$ cat src/rtl/core/nss_divider.sv
`timescale 1ns / 1ps
`default_nettype none
// restoring divider, one quotient bit per cycle, 16-bit dividend by 5-bit divisor
module nss_divider (
  input  wire logic        clk,
  input  wire logic        rst,
  input  wire logic        start,
  input  wire logic [15:0] dividend,
  input  wire logic [4:0]  divisor,
  output logic             done,
  output logic [15:0]      quotient,
  output logic [4:0]       remainder
);

  logic [4:0]  count;
  logic        busy;
  logic [15:0] quo;
  logic [5:0]  rem;
  logic [5:0]  trial;
  logic [5:0]  dvs;

  assign trial = {rem[4:0], quo[15]};

  always_ff @(posedge clk) begin
    if (rst) begin
      busy  <= 1'b0;
      done  <= 1'b0;
      count <= '0;
    end else begin
      done <= 1'b0;
      if (start) begin
        busy  <= 1'b1;
        count <= 5'd16;
      end else if (busy) begin
        count <= count - 5'd1;
        if (count == 5'd1) begin
          busy <= 1'b0;
          done <= 1'b1;
        end
      end
    end
  end

  always_ff @(posedge clk) begin
    if (start) begin
      quo <= dividend;
      rem <= '0;
      dvs <= {1'b0, divisor};
    end else if (busy) begin
      if (trial >= dvs) begin
        rem <= trial - dvs;
        quo <= {quo[14:0], 1'b1};
      end else begin
        rem <= trial;
        quo <= {quo[14:0], 1'b0};
      end
    end
  end

  assign quotient  = quo;
  assign remainder = rem[4:0];

endmodule
`default_nettype wire

$ cat config.mk
export PLATFORM = sky130hd
export DESIGN_NAME = nss_divider
export DESIGN_NICKNAME = d
export VERILOG_FILES = /design/src/rtl/core/nss_divider.sv
export SDC_FILE = /design/constraint.sdc
export NUM_CORES = 1
export LEC_CHECK = 0
export BUFFER_PORTS_ARGS = -buffer_cell sky130_fd_sc_hd__buf_2
export CAP_MARGIN = 20
export CELL_PAD_IN_SITES_DETAIL_PLACEMENT = 2
export CELL_PAD_IN_SITES_GLOBAL_PLACEMENT = 2
export CORE_AREA = 2 2 70 72
export CTS_CLUSTER_DIAMETER = 40
export CTS_CLUSTER_SIZE = 28
export DETAILED_ROUTE_END_ITERATION = 6
export DIE_AREA = 0 0 72 74
export PLACE_DENSITY = 0.88
export RECOVER_POWER = 25
export SLEW_MARGIN = 0
export SYNTH_ARGS = -nofsm -noshare
export SYNTH_HDL_FRONTEND = slang
export SYNTH_SLANG_ARGS = --single-unit
$ cat constraint.sdc
create_clock -name clk -period 4.6 [get_ports clk]
set_input_delay 0.69 -clock clk [delete_from_list [all_inputs] [get_ports clk]]
set_output_delay 0.69 -clock clk [all_outputs]
set_load 0.01 [all_outputs]
==> out/metrics.yaml <==
status: "finished with violations"
failed_checks: "max-capacitance violations, max-slew violations"
ff2ff_path_depth: 8
cts_buffers: 5
dpl-instance-area_um2: 1840
post-route-drc-count: 0
die-area_um2: 5330
final_layout_size_suffix_gt1_frac: 0.367
cap_viol_max_count: 1
core_region_area_um2: 4600
worst_setup_path_start_kind: "input pin"
portBuffers: 45
synth_cell_types: 36
die_w_um: 72
first_global_vias: 1301
drt-total-wl_um: 3950
hold_path_depth: 2
clockRootBuffer: "clkbuf_8"
gp_congestion: 0.906
cts_resized: 0
grt_max_degree: 31
fin_nets: 208
hold_class: "reg -> reg"
worst_pin_slew_ns: 1.51
ir_worst_vdd_mv: 0.144
crit_arrival_ns: 2.61
slew_headroom: -0.00339
initial_core_util: 0.341
dieHeight_um: 74
clockBufferDepth: 2
clk_pin_slew_ns: 0.07
antenna_found_initial: 0
r2r_setup_slack_ns: 2.43
syn-cell-area_um2: 1570
syn_to_final_growth_pct: 22.8
fin_crit_ns: 2.68
wl_per_cell_um: 17.1
grt_overflow: 0
reg2reg_from: "quotient[15]"
finalCritPeriodShare: 0.583
hold_path_startpoint: "count[1]"
fillers: 497
antenna_cells: 0
skew_ns: 0.00383
slew_violations: 30
holdPathEnd: "count[1]"
yosys_most_used_dff: "edfxtp_1"
syn-num-nets: 160
cellPowerDensity_nw_per_um2: 385
cts_hold_buf: 0
crit_fanout: 30
numClockSinks: 33
rsz0062_at_grt: "false"
yosys_register_bits: 33
seq_area_frac_synth: 0.555
cts_tree: "built"
cp.required_ns: 4.53
finalSetupViolations: 0
finalHoldViolCount: 0
dr.pass1.iters: 4
ant_nets: 0
rows: 25
ys_warn_count: 0
grt_pass1_wl_um: 6560
vias: 1182
viasPerCell: 5.12
avgSynthCellArea_um2: 12.2
power.leakage_nw: 0.809
worstSkewPairLatency_ns: 0.29
grtUsageTotal: 0.168
synth_enable_flop_cells: 21
async_flop_share: 0
path_class: "in -> reg"
drt_iter0_drc: 36
synthCells: 128
cts_htree_levels: 2
tns_ns: 0
timing.fmax_ghz: 0.373
end_kind: "register"
regToRegEndpoint: "rem[4]"
final_area_um2: 1930
ios: 46
dp_hpwl_um: 2980
post_cts_buffers: 0
[cell usage in the layout (no fill, tap or decap), drive strengths merged, types with 2 or more instances in the layout]
| cell | synthesis | routed |
|---|---|---|
| buf | 2 | 40 |
| edfxtp | 21 | 21 |
| mux2 | 15 | 15 |
| inv | 12 | 12 |
| dfxtp | 12 | 12 |
| clkbuf | 2 | 11 |
| nand2 | 7 | 7 |
| ha | 7 | 7 |
| nor2 | 6 | 6 |
| nand3 | 6 | 6 |
| a21oi | 5 | 5 |
| o21ai | 4 | 4 |
| nor3 | 4 | 4 |
| xnor2 | 3 | 3 |
| xor2 | 2 | 2 |
| a32o | 2 | 2 |
| nor4b | 2 | 2 |
| a21o | 2 | 2 |
| clkinv | 0 | 2 |
[logic make-up after synthesis]
kind of cell	after synthesis	share of synthesized area
compound gates	19	0.0926
xor+xnor	5	0.0279
mux	16	0.114
buf+inv	16	0.0415
fa+ha+maj	8	0.0686
simple gates	31	0.0998
flops	33	0.555
[sequential cells by signal, indices dropped and copies added (netlist names)]
| name | cells |
|---|---|
| count | 5 |
| busy | 1 |
| done | 1 |
| dvs | 5 |
| rem | 5 |
| quotient | 16 |
[worst max-delay path, cell delays in order]
cell and delay (ns):
clkbuf_1 1.07, nor2_1 0.27, inv_1 0.56
[final cells by class]
| class | count | area [um2] | share of cell area |
|---|---|---|---|
| repair buffers | 45 | 219 | 0.114 |
| multi-input cells | 79 | 632 | 0.328 |
| clock buffers | 6 | 82.6 | 0.0429 |
| inverters | 12 | 45.0 | 0.0234 |
| clock inverters | 2 | 8.76 | 0.00455 |
| flip-flops and latches | 33 | 871 | 0.452 |
| well taps | 54 | 67.6 | 0.0351 |
[synthesized netlist by cell type, types with 2 or more instances]
master    count  area [um2]
o21ai_0       4        20.0
a32o_1        2        20.0
a21oi_1       3        15.0
ha_1          7        87.6
xnor2_1       3        26.3
nand2_1       7        26.3
inv_1        12        45.0
nor4b_1       2        17.5
nor3_1        4        20.0
nor2_1        6        22.5
dfxtp_1      12         240
nand3_1       6        30.0
xor2_1        2        17.5
edfxtp_1     21         631
clkbuf_1      2        7.51
mux2_2       15         169
[worst max-delay path by stage]
stage	from	to	slack [ns]	cells past startpoint
after floorplan	quotient[15]	rem[4]	2.53	8
after global placement	start	quotient[4]	2.36	3
final	start	quotient[2]	1.92	3
after detailed placement	start	quotient[4]	2.23	3
after CTS	quotient[15]	rem[4]	2.39	8
after global routing	start	quotient[2]	1.58	3
[per-layer routing]
metal | global-route usage | routed length (um)
met4 | 0.0692 | 74
met2 | 0.274 | 2000
met3 | 0.0569 | 230
met1 | 0.205 | 1650
met5 | 0 | 0
[through the flow]
stage               hold slack (ns)  std cells  utilization  total power, mW  setup WS [ns]
floorplan                     0.469        128            -            0.464           2.53
global placement              0.485        223        0.400            0.513           2.36
detailed placement            0.512        223        0.400            0.524           2.23
CTS                           0.521        231        0.420            0.758           2.39
global route                  0.557        231        0.419            0.784           1.58
finish                        0.516        231        0.419            0.742           1.92
[power breakdown]
group	switching [mW]	internal, mW	total, mW
Clock	0.109	0.118	0.227
Combinational	0.0801	0.0650	0.145
Sequential	0.0216	0.348	0.370
Total	0.210	0.532	0.742
Power figures use the tool's default switching activity.
